### src/hw/rtl/psg_pkg.sv
`timescale 1ns / 1ps
// ----------------------------------------------------------------------------
// psg_pkg
// Shared types, codes and the volume table of the tone, noise and envelope
// sound generator.
// ----------------------------------------------------------------------------
package psg_pkg;

   localparam int QUEUE_DEPTH = 2;

   localparam logic [1:0] FUNC_WRITE = 2'd0;
   localparam logic [1:0] FUNC_TICK  = 2'd1;
   localparam logic [1:0] FUNC_READ  = 2'd2;

   localparam logic [3:0] REG_NOISE_PERIOD = 4'd6;
   localparam logic [3:0] REG_MIXER        = 4'd7;
   localparam logic [3:0] REG_VOLUME_A     = 4'd8;
   localparam logic [3:0] REG_ENV_FINE     = 4'd11;
   localparam logic [3:0] REG_ENV_COARSE   = 4'd12;
   localparam logic [3:0] REG_ENV_SHAPE    = 4'd13;

   localparam int SHAPE_HOLD      = 0;
   localparam int SHAPE_ALTERNATE = 1;
   localparam int SHAPE_ATTACK    = 2;
   localparam int SHAPE_CONTINUE  = 3;
   localparam int VOLUME_ENV_BIT  = 4;
   localparam int MIXER_NOISE_OFS = 3;
   localparam int NUM_CHANNELS    = 3;

   typedef enum logic [1:0] {
      OP_WRITE,
      OP_TICK,
      OP_READ,
      OP_NONE
   } op_type;

   typedef struct packed {
      logic [1:0] func;
      logic [3:0] reg_index;
      logic [7:0] reg_value;
   } req_type;

   typedef struct packed {
      logic [6:0] amplitude;
      logic [7:0] read_data;
   } rsp_type;

   typedef struct packed {
      op_type     op;
      logic [3:0] reg_index;
      logic [7:0] reg_value;
   } entry_type;

   function automatic logic [5:0] volume_lookup(input logic [3:0] level);
      logic [5:0] vol;
      case (level)
         4'd0:    vol = 6'd0;
         4'd1:    vol = 6'd1;
         4'd2:    vol = 6'd2;
         4'd3:    vol = 6'd3;
         4'd4:    vol = 6'd4;
         4'd5:    vol = 6'd5;
         4'd6:    vol = 6'd7;
         4'd7:    vol = 6'd10;
         4'd8:    vol = 6'd13;
         4'd9:    vol = 6'd18;
         4'd10:   vol = 6'd24;
         4'd11:   vol = 6'd30;
         4'd12:   vol = 6'd36;
         4'd13:   vol = 6'd40;
         default: vol = 6'd42;
      endcase
      return vol;
   endfunction

endpackage

### src/hw/rtl/psg_front.sv
`timescale 1ns / 1ps
// ----------------------------------------------------------------------------
// psg_front
// Accepts request transactions and classifies them into queue entries.
// ----------------------------------------------------------------------------
module psg_front (
   input  logic                req_valid,
   output logic                req_stall,
   input  psg_pkg::req_type    req_payload,
   input  logic                queue_full,
   output logic                push,
   output psg_pkg::entry_type  push_entry
);

   psg_pkg::op_type op;

   always_comb begin
      unique case (req_payload.func)
         psg_pkg::FUNC_WRITE: op = psg_pkg::OP_WRITE;
         psg_pkg::FUNC_TICK:  op = psg_pkg::OP_TICK;
         psg_pkg::FUNC_READ:  op = psg_pkg::OP_READ;
         default:             op = psg_pkg::OP_NONE;
      endcase
   end

   assign req_stall            = queue_full;
   assign push                 = req_valid && !queue_full;
   assign push_entry.op        = op;
   assign push_entry.reg_index = req_payload.reg_index;
   assign push_entry.reg_value = req_payload.reg_value;

endmodule

### src/hw/rtl/psg_queue.sv
`timescale 1ns / 1ps
// ----------------------------------------------------------------------------
// psg_queue
// Short queue of classified transactions between front and back.
// ----------------------------------------------------------------------------
module psg_queue #(
   parameter int DEPTH = psg_pkg::QUEUE_DEPTH
) (
   input  logic                clock,
   input  logic                reset,
   input  logic                push,
   input  psg_pkg::entry_type  push_entry,
   input  logic                pop,
   output logic                head_valid,
   output psg_pkg::entry_type  head_entry,
   output logic                full
);

   localparam int IDX_W = (DEPTH > 1) ? $clog2(DEPTH) : 1;
   localparam int CNT_W = $clog2(DEPTH + 1);

   psg_pkg::entry_type store_ff [DEPTH];
   logic [IDX_W-1:0]   wr_ptr_ff, wr_ptr_in;
   logic [IDX_W-1:0]   rd_ptr_ff, rd_ptr_in;
   logic [CNT_W-1:0]   count_ff, count_in;

   always_comb begin
      wr_ptr_in = wr_ptr_ff;
      rd_ptr_in = rd_ptr_ff;
      count_in  = count_ff;
      if (push) begin
         wr_ptr_in = (wr_ptr_ff == IDX_W'(DEPTH - 1)) ? '0 : wr_ptr_ff + 1'b1;
      end
      if (pop) begin
         rd_ptr_in = (rd_ptr_ff == IDX_W'(DEPTH - 1)) ? '0 : rd_ptr_ff + 1'b1;
      end
      if (push && !pop) begin
         count_in = count_ff + 1'b1;
      end else if (pop && !push) begin
         count_in = count_ff - 1'b1;
      end
   end

   always_ff @(posedge clock) begin
      if (reset) begin
         wr_ptr_ff <= '0;
         rd_ptr_ff <= '0;
         count_ff  <= '0;
      end else begin
         wr_ptr_ff <= wr_ptr_in;
         rd_ptr_ff <= rd_ptr_in;
         count_ff  <= count_in;
      end
   end

   always_ff @(posedge clock) begin
      if (push) begin
         store_ff[wr_ptr_ff] <= push_entry;
      end
   end

   assign head_valid = (count_ff != '0);
   assign head_entry = store_ff[rd_ptr_ff];
   assign full       = (count_ff == CNT_W'(DEPTH));

   a_count_bound: assert property (@(posedge clock) disable iff (reset)
      count_ff <= CNT_W'(DEPTH))
      else $error("queue count beyond depth");

   a_no_push_full: assert property (@(posedge clock) disable iff (reset)
      push |-> !full)
      else $error("push into full queue");

   a_no_pop_empty: assert property (@(posedge clock) disable iff (reset)
      pop |-> head_valid)
      else $error("pop from empty queue");

endmodule

### src/hw/rtl/psg_back.sv
`timescale 1ns / 1ps
// ----------------------------------------------------------------------------
// psg_back
// Executes writes, reads and generator ticks, mixes the three channels and
// holds the response in an output register.
// ----------------------------------------------------------------------------
module psg_back (
   input  logic                clock,
   input  logic                reset,
   input  logic                head_valid,
   input  psg_pkg::entry_type  head_entry,
   output logic                pop,
   output logic                rsp_valid,
   input  logic                rsp_stall,
   output psg_pkg::rsp_type    rsp_payload
);

   localparam int NCH = psg_pkg::NUM_CHANNELS;

   logic [7:0]  regs_ff [16];
   logic [7:0]  regs_in [16];
   logic [11:0] tone_count_ff [NCH];
   logic [11:0] tone_count_in [NCH];
   logic [NCH-1:0] tone_level_ff, tone_level_in;
   logic [5:0]  noise_count_ff, noise_count_in;
   logic [16:0] noise_shift_ff, noise_shift_in;
   logic        noise_level_ff, noise_level_in;
   logic [20:0] env_count_ff, env_count_in;
   logic [4:0]  env_step_ff, env_step_in;
   logic        env_attack_ff, env_attack_in;
   logic [3:0]  env_level_ff, env_level_in;
   logic        rsp_valid_ff, rsp_valid_in;
   psg_pkg::rsp_type rsp_ff, rsp_in;

   logic [11:0] tone_period [NCH];
   logic [11:0] tone_inc [NCH];
   logic [4:0]  noise_period;
   logic [5:0]  noise_inc;
   logic [15:0] env_period;
   logic [20:0] env_inc;
   logic [7:0]  shape;
   logic        shape_attack;
   logic [7:0]  read_data;
   logic [6:0]  amplitude;
   logic [7:0]  mixer;
   logic [7:0]  vol_reg;
   logic [3:0]  vol_level;
   logic        sounds;
   logic        load;

   assign load = head_valid && (!rsp_valid_ff || !rsp_stall);
   assign pop  = load;

   always_comb begin
      for (int c = 0; c < NCH; c++) begin
         tone_period[c] = {regs_ff[4'(2 * c + 1)][3:0], regs_ff[4'(2 * c)]};
         if (tone_period[c] == '0) begin
            tone_period[c] = 12'd1;
         end
         tone_inc[c] = tone_count_ff[c] + 12'd1;
      end
      noise_period = regs_ff[psg_pkg::REG_NOISE_PERIOD][4:0];
      if (noise_period == '0) begin
         noise_period = 5'd1;
      end
      noise_inc  = noise_count_ff + 6'd1;
      env_period = {regs_ff[psg_pkg::REG_ENV_COARSE], regs_ff[psg_pkg::REG_ENV_FINE]};
      if (env_period == '0) begin
         env_period = 16'd1;
      end
      env_inc      = env_count_ff + 21'd1;
      shape        = regs_ff[psg_pkg::REG_ENV_SHAPE];
      shape_attack = head_entry.reg_value[psg_pkg::SHAPE_ATTACK];
   end

   always_comb begin
      regs_in        = regs_ff;
      tone_count_in  = tone_count_ff;
      tone_level_in  = tone_level_ff;
      noise_count_in = noise_count_ff;
      noise_shift_in = noise_shift_ff;
      noise_level_in = noise_level_ff;
      env_count_in   = env_count_ff;
      env_step_in    = env_step_ff;
      env_attack_in  = env_attack_ff;
      env_level_in   = env_level_ff;
      read_data      = '0;
      if (load) begin
         unique case (head_entry.op)
            psg_pkg::OP_WRITE: begin
               regs_in[head_entry.reg_index] = head_entry.reg_value;
               if (head_entry.reg_index == psg_pkg::REG_ENV_SHAPE) begin
                  env_step_in   = '0;
                  env_count_in  = '0;
                  env_attack_in = shape_attack;
                  env_level_in  = shape_attack ? 4'd0 : 4'd15;
               end
            end
            psg_pkg::OP_TICK: begin
               for (int c = 0; c < NCH; c++) begin
                  if (tone_inc[c] >= tone_period[c]) begin
                     tone_count_in[c] = '0;
                     tone_level_in[c] = !tone_level_ff[c];
                  end else begin
                     tone_count_in[c] = tone_inc[c];
                  end
               end
               if (noise_inc >= {noise_period, 1'b0}) begin
                  noise_count_in = '0;
                  noise_shift_in = {noise_shift_ff[0] ^ noise_shift_ff[3],
                                    noise_shift_ff[16:1]};
                  noise_level_in = noise_shift_ff[1];
               end else begin
                  noise_count_in = noise_inc;
               end
               if (env_inc >= {env_period, 5'b0}) begin
                  env_count_in = '0;
                  if (!env_step_ff[4]) begin
                     env_level_in = env_attack_ff ? env_step_ff[3:0]
                                                  : 4'd15 - env_step_ff[3:0];
                     env_step_in  = env_step_ff + 5'd1;
                  end else if (!shape[psg_pkg::SHAPE_CONTINUE]) begin
                     env_level_in = '0;
                  end else if (shape[psg_pkg::SHAPE_HOLD]) begin
                     env_level_in = (env_attack_ff ^ shape[psg_pkg::SHAPE_ALTERNATE])
                                    ? 4'd15 : 4'd0;
                  end else begin
                     env_attack_in = env_attack_ff ^ shape[psg_pkg::SHAPE_ALTERNATE];
                     env_step_in   = '0;
                     env_level_in  = env_attack_in ? 4'd0 : 4'd15;
                  end
               end else begin
                  env_count_in = env_inc;
               end
            end
            psg_pkg::OP_READ: begin
               read_data = regs_ff[head_entry.reg_index];
            end
            default: begin
            end
         endcase
      end
   end

   // channel mix from the state after this transaction
   always_comb begin
      amplitude = '0;
      mixer     = regs_in[psg_pkg::REG_MIXER];
      vol_reg   = '0;
      vol_level = '0;
      sounds    = 1'b0;
      for (int c = 0; c < NCH; c++) begin
         vol_reg   = regs_in[4'(int'(psg_pkg::REG_VOLUME_A) + c)];
         vol_level = vol_reg[psg_pkg::VOLUME_ENV_BIT] ? env_level_in : vol_reg[3:0];
         sounds    = (mixer[c] || tone_level_in[c]) &&
                     (mixer[c + psg_pkg::MIXER_NOISE_OFS] || noise_level_in);
         if (sounds) begin
            amplitude = amplitude + {1'b0, psg_pkg::volume_lookup(vol_level)};
         end
      end
   end

   always_comb begin
      rsp_in       = rsp_ff;
      rsp_valid_in = rsp_valid_ff && rsp_stall;
      if (load) begin
         rsp_valid_in       = 1'b1;
         rsp_in.amplitude   = amplitude;
         rsp_in.read_data   = read_data;
      end
   end

   always_ff @(posedge clock) begin
      if (reset) begin
         for (int i = 0; i < 16; i++) begin
            regs_ff[i] <= '0;
         end
         for (int c = 0; c < NCH; c++) begin
            tone_count_ff[c] <= '0;
         end
         tone_level_ff  <= '0;
         noise_count_ff <= '0;
         noise_shift_ff <= 17'd1;
         noise_level_ff <= 1'b0;
         env_count_ff   <= '0;
         env_step_ff    <= '0;
         env_attack_ff  <= 1'b0;
         env_level_ff   <= '0;
         rsp_valid_ff   <= 1'b0;
      end else begin
         regs_ff        <= regs_in;
         tone_count_ff  <= tone_count_in;
         tone_level_ff  <= tone_level_in;
         noise_count_ff <= noise_count_in;
         noise_shift_ff <= noise_shift_in;
         noise_level_ff <= noise_level_in;
         env_count_ff   <= env_count_in;
         env_step_ff    <= env_step_in;
         env_attack_ff  <= env_attack_in;
         env_level_ff   <= env_level_in;
         rsp_valid_ff   <= rsp_valid_in;
      end
   end

   always_ff @(posedge clock) begin
      rsp_ff <= rsp_in;
   end

   assign rsp_valid   = rsp_valid_ff;
   assign rsp_payload = rsp_ff;

   a_read_data_zero: assert property (@(posedge clock) disable iff (reset)
      (load && head_entry.op != psg_pkg::OP_READ) |=> (rsp_ff.read_data == 8'd0))
      else $error("nonzero read data on a non-read transaction");

   a_amplitude_range: assert property (@(posedge clock) disable iff (reset)
      rsp_valid_ff |-> (rsp_ff.amplitude <= 7'd126))
      else $error("amplitude out of range");

   a_env_step_bound: assert property (@(posedge clock) disable iff (reset)
      env_step_ff <= 5'd16)
      else $error("envelope step beyond sixteen");

endmodule

### src/hw/rtl/psg_tone_noise_envelope_top.sv
`timescale 1ns / 1ps
// ----------------------------------------------------------------------------
// psg_tone_noise_envelope_top
// Three-channel tone, noise and envelope sound generator: register writes,
// register reads and generator ticks, each answered with the mixed amplitude.
//
//   channel  direction  handshake               payload
//   req      in         req_valid / req_stall   func, reg_index, reg_value
//   rsp      out        rsp_valid / rsp_stall   amplitude, read_data
//
// One transaction per cycle sustained while rsp_stall is low; a taken request passes
// the queue stage and then the response register before its response shows.
// Reset is synchronous; registers and generator state clear, but the noise shifter loads 1.
// rsp_stall holds the response register; the queue takes up to QUEUE_DEPTH
// more transactions before req_stall rises.
// ----------------------------------------------------------------------------
module psg_tone_noise_envelope_top #(
   parameter int QUEUE_DEPTH = psg_pkg::QUEUE_DEPTH
) (
   input  logic              clock,
   input  logic              reset,
   input  logic              req_valid,
   output logic              req_stall,
   input  psg_pkg::req_type  req_payload,
   output logic              rsp_valid,
   input  logic              rsp_stall,
   output psg_pkg::rsp_type  rsp_payload
);

   logic               queue_full;
   logic               push;
   psg_pkg::entry_type push_entry;
   logic               pop;
   logic               head_valid;
   psg_pkg::entry_type head_entry;

   psg_front u_front (
      .req_valid   (req_valid),
      .req_stall   (req_stall),
      .req_payload (req_payload),
      .queue_full  (queue_full),
      .push        (push),
      .push_entry  (push_entry)
   );

   psg_queue #(
      .DEPTH (QUEUE_DEPTH)
   ) u_queue (
      .clock      (clock),
      .reset      (reset),
      .push       (push),
      .push_entry (push_entry),
      .pop        (pop),
      .head_valid (head_valid),
      .head_entry (head_entry),
      .full       (queue_full)
   );

   psg_back u_back (
      .clock       (clock),
      .reset       (reset),
      .head_valid  (head_valid),
      .head_entry  (head_entry),
      .pop         (pop),
      .rsp_valid   (rsp_valid),
      .rsp_stall   (rsp_stall),
      .rsp_payload (rsp_payload)
   );

endmodule

### config.mk
export PLATFORM = sky130hd
export DESIGN_NAME = psg_tone_noise_envelope_top
export DESIGN_NICKNAME = d
export VERILOG_FILES = /design/src/hw/rtl/psg_pkg.sv /design/src/hw/rtl/psg_front.sv /design/src/hw/rtl/psg_queue.sv /design/src/hw/rtl/psg_back.sv /design/src/hw/rtl/psg_tone_noise_envelope_top.sv
export SDC_FILE = /design/constraint.sdc
export NUM_CORES = 1
export LEC_CHECK = 0
export ABC_AREA = 1
export ABC_CLOCK_PERIOD_IN_PS = 2600
export BUFFER_PORTS_ARGS = -buffer_cell sky130_fd_sc_hd__buf_2
export CAP_MARGIN = 20
export CORE_AREA = 2 2 143 145
export DETAILED_ROUTE_END_ITERATION = 16
export DIE_AREA = 0 0 145 147
export GPL_TIMING_DRIVEN = 0
export PLACE_DENSITY_LB_ADDON = 0.15
export SYNTH_ARGS = -nofsm -noshare
export SYNTH_HDL_FRONTEND = slang
export SYNTH_HIERARCHICAL = 1
export SYNTH_SLANG_ARGS = --single-unit
export TNS_END_PERCENT = 50
### constraint.sdc
create_clock -name clock -period 2.6 [get_ports clock]
set_clock_uncertainty 0.15 [all_clocks]
set_input_delay 0.52 -clock clock [delete_from_list [all_inputs] [get_ports clock]]
set_output_delay 0.52 -clock clock [all_outputs]
set_load 0.03 [all_outputs]
==> results.md <==
- Critical path type: reg -> reg
- Worst path required time: 2760 ps
- Clk root buf: clkbuf_16
- CP Max Fanout: 10
- Max Slew Vio Count: 0
- Max Cap Viol: 0
- Area of the multi-input gates: 0.003520 mm^2
- CTS H-tree lvls: 4
- I/O Buffers: 13
- Most frequent cells in the layout: 417 x nand2_1, 175 x nor2_1, 133 x dfxtp_1
- Comb power frac: 29.8%
- DR vias: 6774
- Post-synth top area share: between 30% and 40%
- Internal Dissipation: between 4 and 5 mW
- Final hold vios: 0
- Area of the mapped netlist: 0.007774 mm^2
- CORE AREA: 0.01984 mm^2
- # nets final: between 1k and 1.5k
- Avg Inst Size Synth: roughly 7.1 um^2
- Initial drt markers: 461
- Design area: a little under 0.009 mm^2
- Post-DP HPWL: around 16000 um
- Post-route setup TNS: 0 ps
- Synth-to-layout area growth: 13.73%
- TritonCTS clock tree: done
- HP Start: req_payload[0]
- Post-synth ARST share: 0%
- Crit path DAT: 2680 ps
- Outcome: completed
- Num ports: 35
- Reg clk slew, reported paths: 70 ps
- FF/Latch Area: roughly 0.0038 mm^2
- Worst reg-to-reg path cell count: 7
- Critical Path End Type: flip-flop
- Tcrit/Tclk final: between 90% and 100%
- Drt via density: 4.801
- First drt pass iteration count: 5
- Reg2reg setup slack: 80 ps
- Residual DRC: 0
- Largest net degree at the start of global routing: 17
- GP Congestion: between 0.9 and 1
- Main synth FF type: dfxtp_1
- Die Wd: 145 um
- Leakage power: roughly 3.7 nW
- Top post-synthesis cells by area: dfxtp_1 35%, nand2_1 20%, edfxtp_1 14%, nor2_1 8.5%, o21ai_0 4.7%
- Fin crit period: 2516 ps
- Initial core utilization: about two fifths
- ANT nets after route: 0
- RSZ-0062 raised after global routing: yes
- Global-route wire length before repair: about 35000 um
- Non-Filler Instances: 1411
- Ant. Diodes: 0
- Global Route Usage Sum: 20.91%
- Layout cells sized above 1: between 10 and 15%
- Core Rows: 52
- Setup WS post-layout: 83.92 ps
- Final setup viols: 0
- Final core utilization: ~45%
- CP Launch Type: flip-flop
- Sw frac: a little under two fifths
- Syn Inst Count: about 1.1k
- Commonest non-fill, non-tap cell in the layout: nand2_1
- Least-Margin Pin Slew: slightly above 800 ps
- Post-synth EDFFs: 36
- Cell Area, Placed: between 0.008 and 0.009 mm^2
- Clk buf depth: 2
- Number of global-route vias before repair: around 6.4k
- Hold depth: 1
- Sw Pwr: slightly below 3 mW
- Initial antenna violation count: 0
- Sequential share of power: between 30% and 40%
- Hold Path End: u_queue/store_ff[1][0]$_DFFE_PP_
- PwrDens: ~900 mW/mm^2
- Fillers: about 2.1k
- Synth Register Bits: 170
- Grt ovf: 0
- Wire per inst: 15.54 um
- Place WS: -68.91 ps
- Clock Sinks: between 150 and 200
- Worst vdd ir: approximately 0.6 mV
- Worst slew margin: between 40% and 50%
- Max Freq: roughly 0.4 GHz
- Placed instance count: about 1.4k
- Synth cell types: 24
- Number of warnings issued by yosys: 6
- FF-to-FF End: u_back/regs_ff[109]$_SDFFE_PP0P_
- Setup Buffers After CTS: 0
- Die area: between 0.02 and 0.025 mm^2
- Sequential fraction of the synthesis area: roughly 48%
- Chip Height: 147 um
- Routed Wire Length: approximately 22000 um
- Worst-Skew Late Latency: between 400 and 500 ps
- Clock Power Share: between 30 and 40%
- Top cell type by total area after synthesis: dfxtp_1
- Worst hold path class: in -> reg
- Num CTS Buffers: 17
[power groups by stage]
stage,combinational [mW],clock [mW],sequential [mW]
floorplan,1.44,0,3.17
global placement,2.30,0,3.07
detailed placement,2.30,0,3.08
CTS,2.33,2.61,3.02
global route,2.59,2.72,3.04
finish,2.36,2.56,3.02
[state kept, by name, indices dropped and copies added (netlist names), named ones only]
| signal | flops |
|---|---|
| u_queue/rd_ptr_ff | 1 |
| u_back/regs_ff | 120 |
| u_back/rsp_payload | 8 |
| u_back/shape | 8 |
| u_queue/count_ff | 2 |
| u_queue/store_ff | 28 |
| u_back/rsp_valid | 1 |
| u_queue/wr_ptr_ff | 1 |
[stage by stage]
| step | hold WS [ps] | total power [mW] |
|---|---|---|
| 2_1_floorplan | 291.0 | 4.606 |
| 3_3_place_gp | 300.3 | 5.374 |
| 3_5_place_dp | 303.5 | 5.377 |
| 4_1_cts | 105.9 | 7.952 |
| 5_1_grt | 106.6 | 8.346 |
| 6_report | 119.8 | 7.938 |
[kinds of logic after synthesis]
family                   Yosys count  synth area share (%)
adder cells (fa/ha/maj)            1                0.1609
buffers and inverters            103                 6.840
other                              1               0.04824
multiplexers                      14                 2.028
AND/OR/NAND/NOR                  668                 33.96
flip-flops                       170                 48.41
XOR/XNOR                           1                0.1127
AO/OA/AOI/OAI                    131                 8.434
[worst max-delay path by stage]
| stage | end | from | slack [ps] |
|---|---|---|---|
| detailed placement | u_back/rsp_payload[1]$_SDFFCE_PP0P_ | flip-flop | -70 |
| global placement | u_back/rsp_payload[1]$_SDFFCE_PP0P_ | flip-flop | -60 |
| global route | u_back/regs_ff[27]$_SDFFE_PP0P_ | flip-flop | -30 |
| floorplan | u_back/regs_ff[120]$_SDFFE_PP0P_ | flip-flop | 520 |
| finish | u_back/regs_ff[109]$_SDFFE_PP0P_ | flip-flop | 80 |
| CTS | u_back/regs_ff[95]$_SDFFE_PP0P_ | flip-flop | 50 |
[routing by layer]
| layer | up-vias | global-route usage (%) | part of all wire (%) |
|---|---|---|---|
| met5 | - | 0 | 0 |
| met1 | 3083 | 28.48 | 47 |
| li1 | 3512 | - | - |
| met2 | 149 | 33.79 | 47 |
| met3 | 30 | 3.975 | 4.1 |
| met4 | 0 | 6.584 | 2.0 |
[synthesized netlist by cell type, types with 4 or more instances]
cell and count:
a21oi_1 58, nor2_2 7, o21ai_0 73, dfxtp_1 134, nand2_1 417, inv_2 11, nand3_1 57, nand2_2 8
buf_1 4, clkbuf_1 29, mux2_2 14, buf_6 7, inv_1 20, buf_4 21, nor2_1 175, edfxtp_1 36
buf_2 11
[worst max-delay path, stage by stage, from the launching register on]
cell and delay [ps]:
dfxtp_2 400, buf_6 180, mux2_2 380, nor3_4 480
buf_6 250, nand2_2 150, o21ai_0 330, nor2_1 60
[final cells by class]
cell class	instances	area share, %
Inverter	31	1.316
Sequential cell	170	42.58
Clock buffer	18	4.854
Multi-Input combinational cell	822	39.81
Tap cell	270	3.821
Buffer	72	4.996
Clock inverter	14	1.797
Timing Repair Buffer	14	0.8208
[timing repair]
item / in CTS / in global routing
gates resized for setup: 5 / 12
setup endpoints to repair: 23 / 59
hold buffers: 0 / 0
endpoints found under the hold margin: 0 / 0
(Power assumes the default switching activity.)
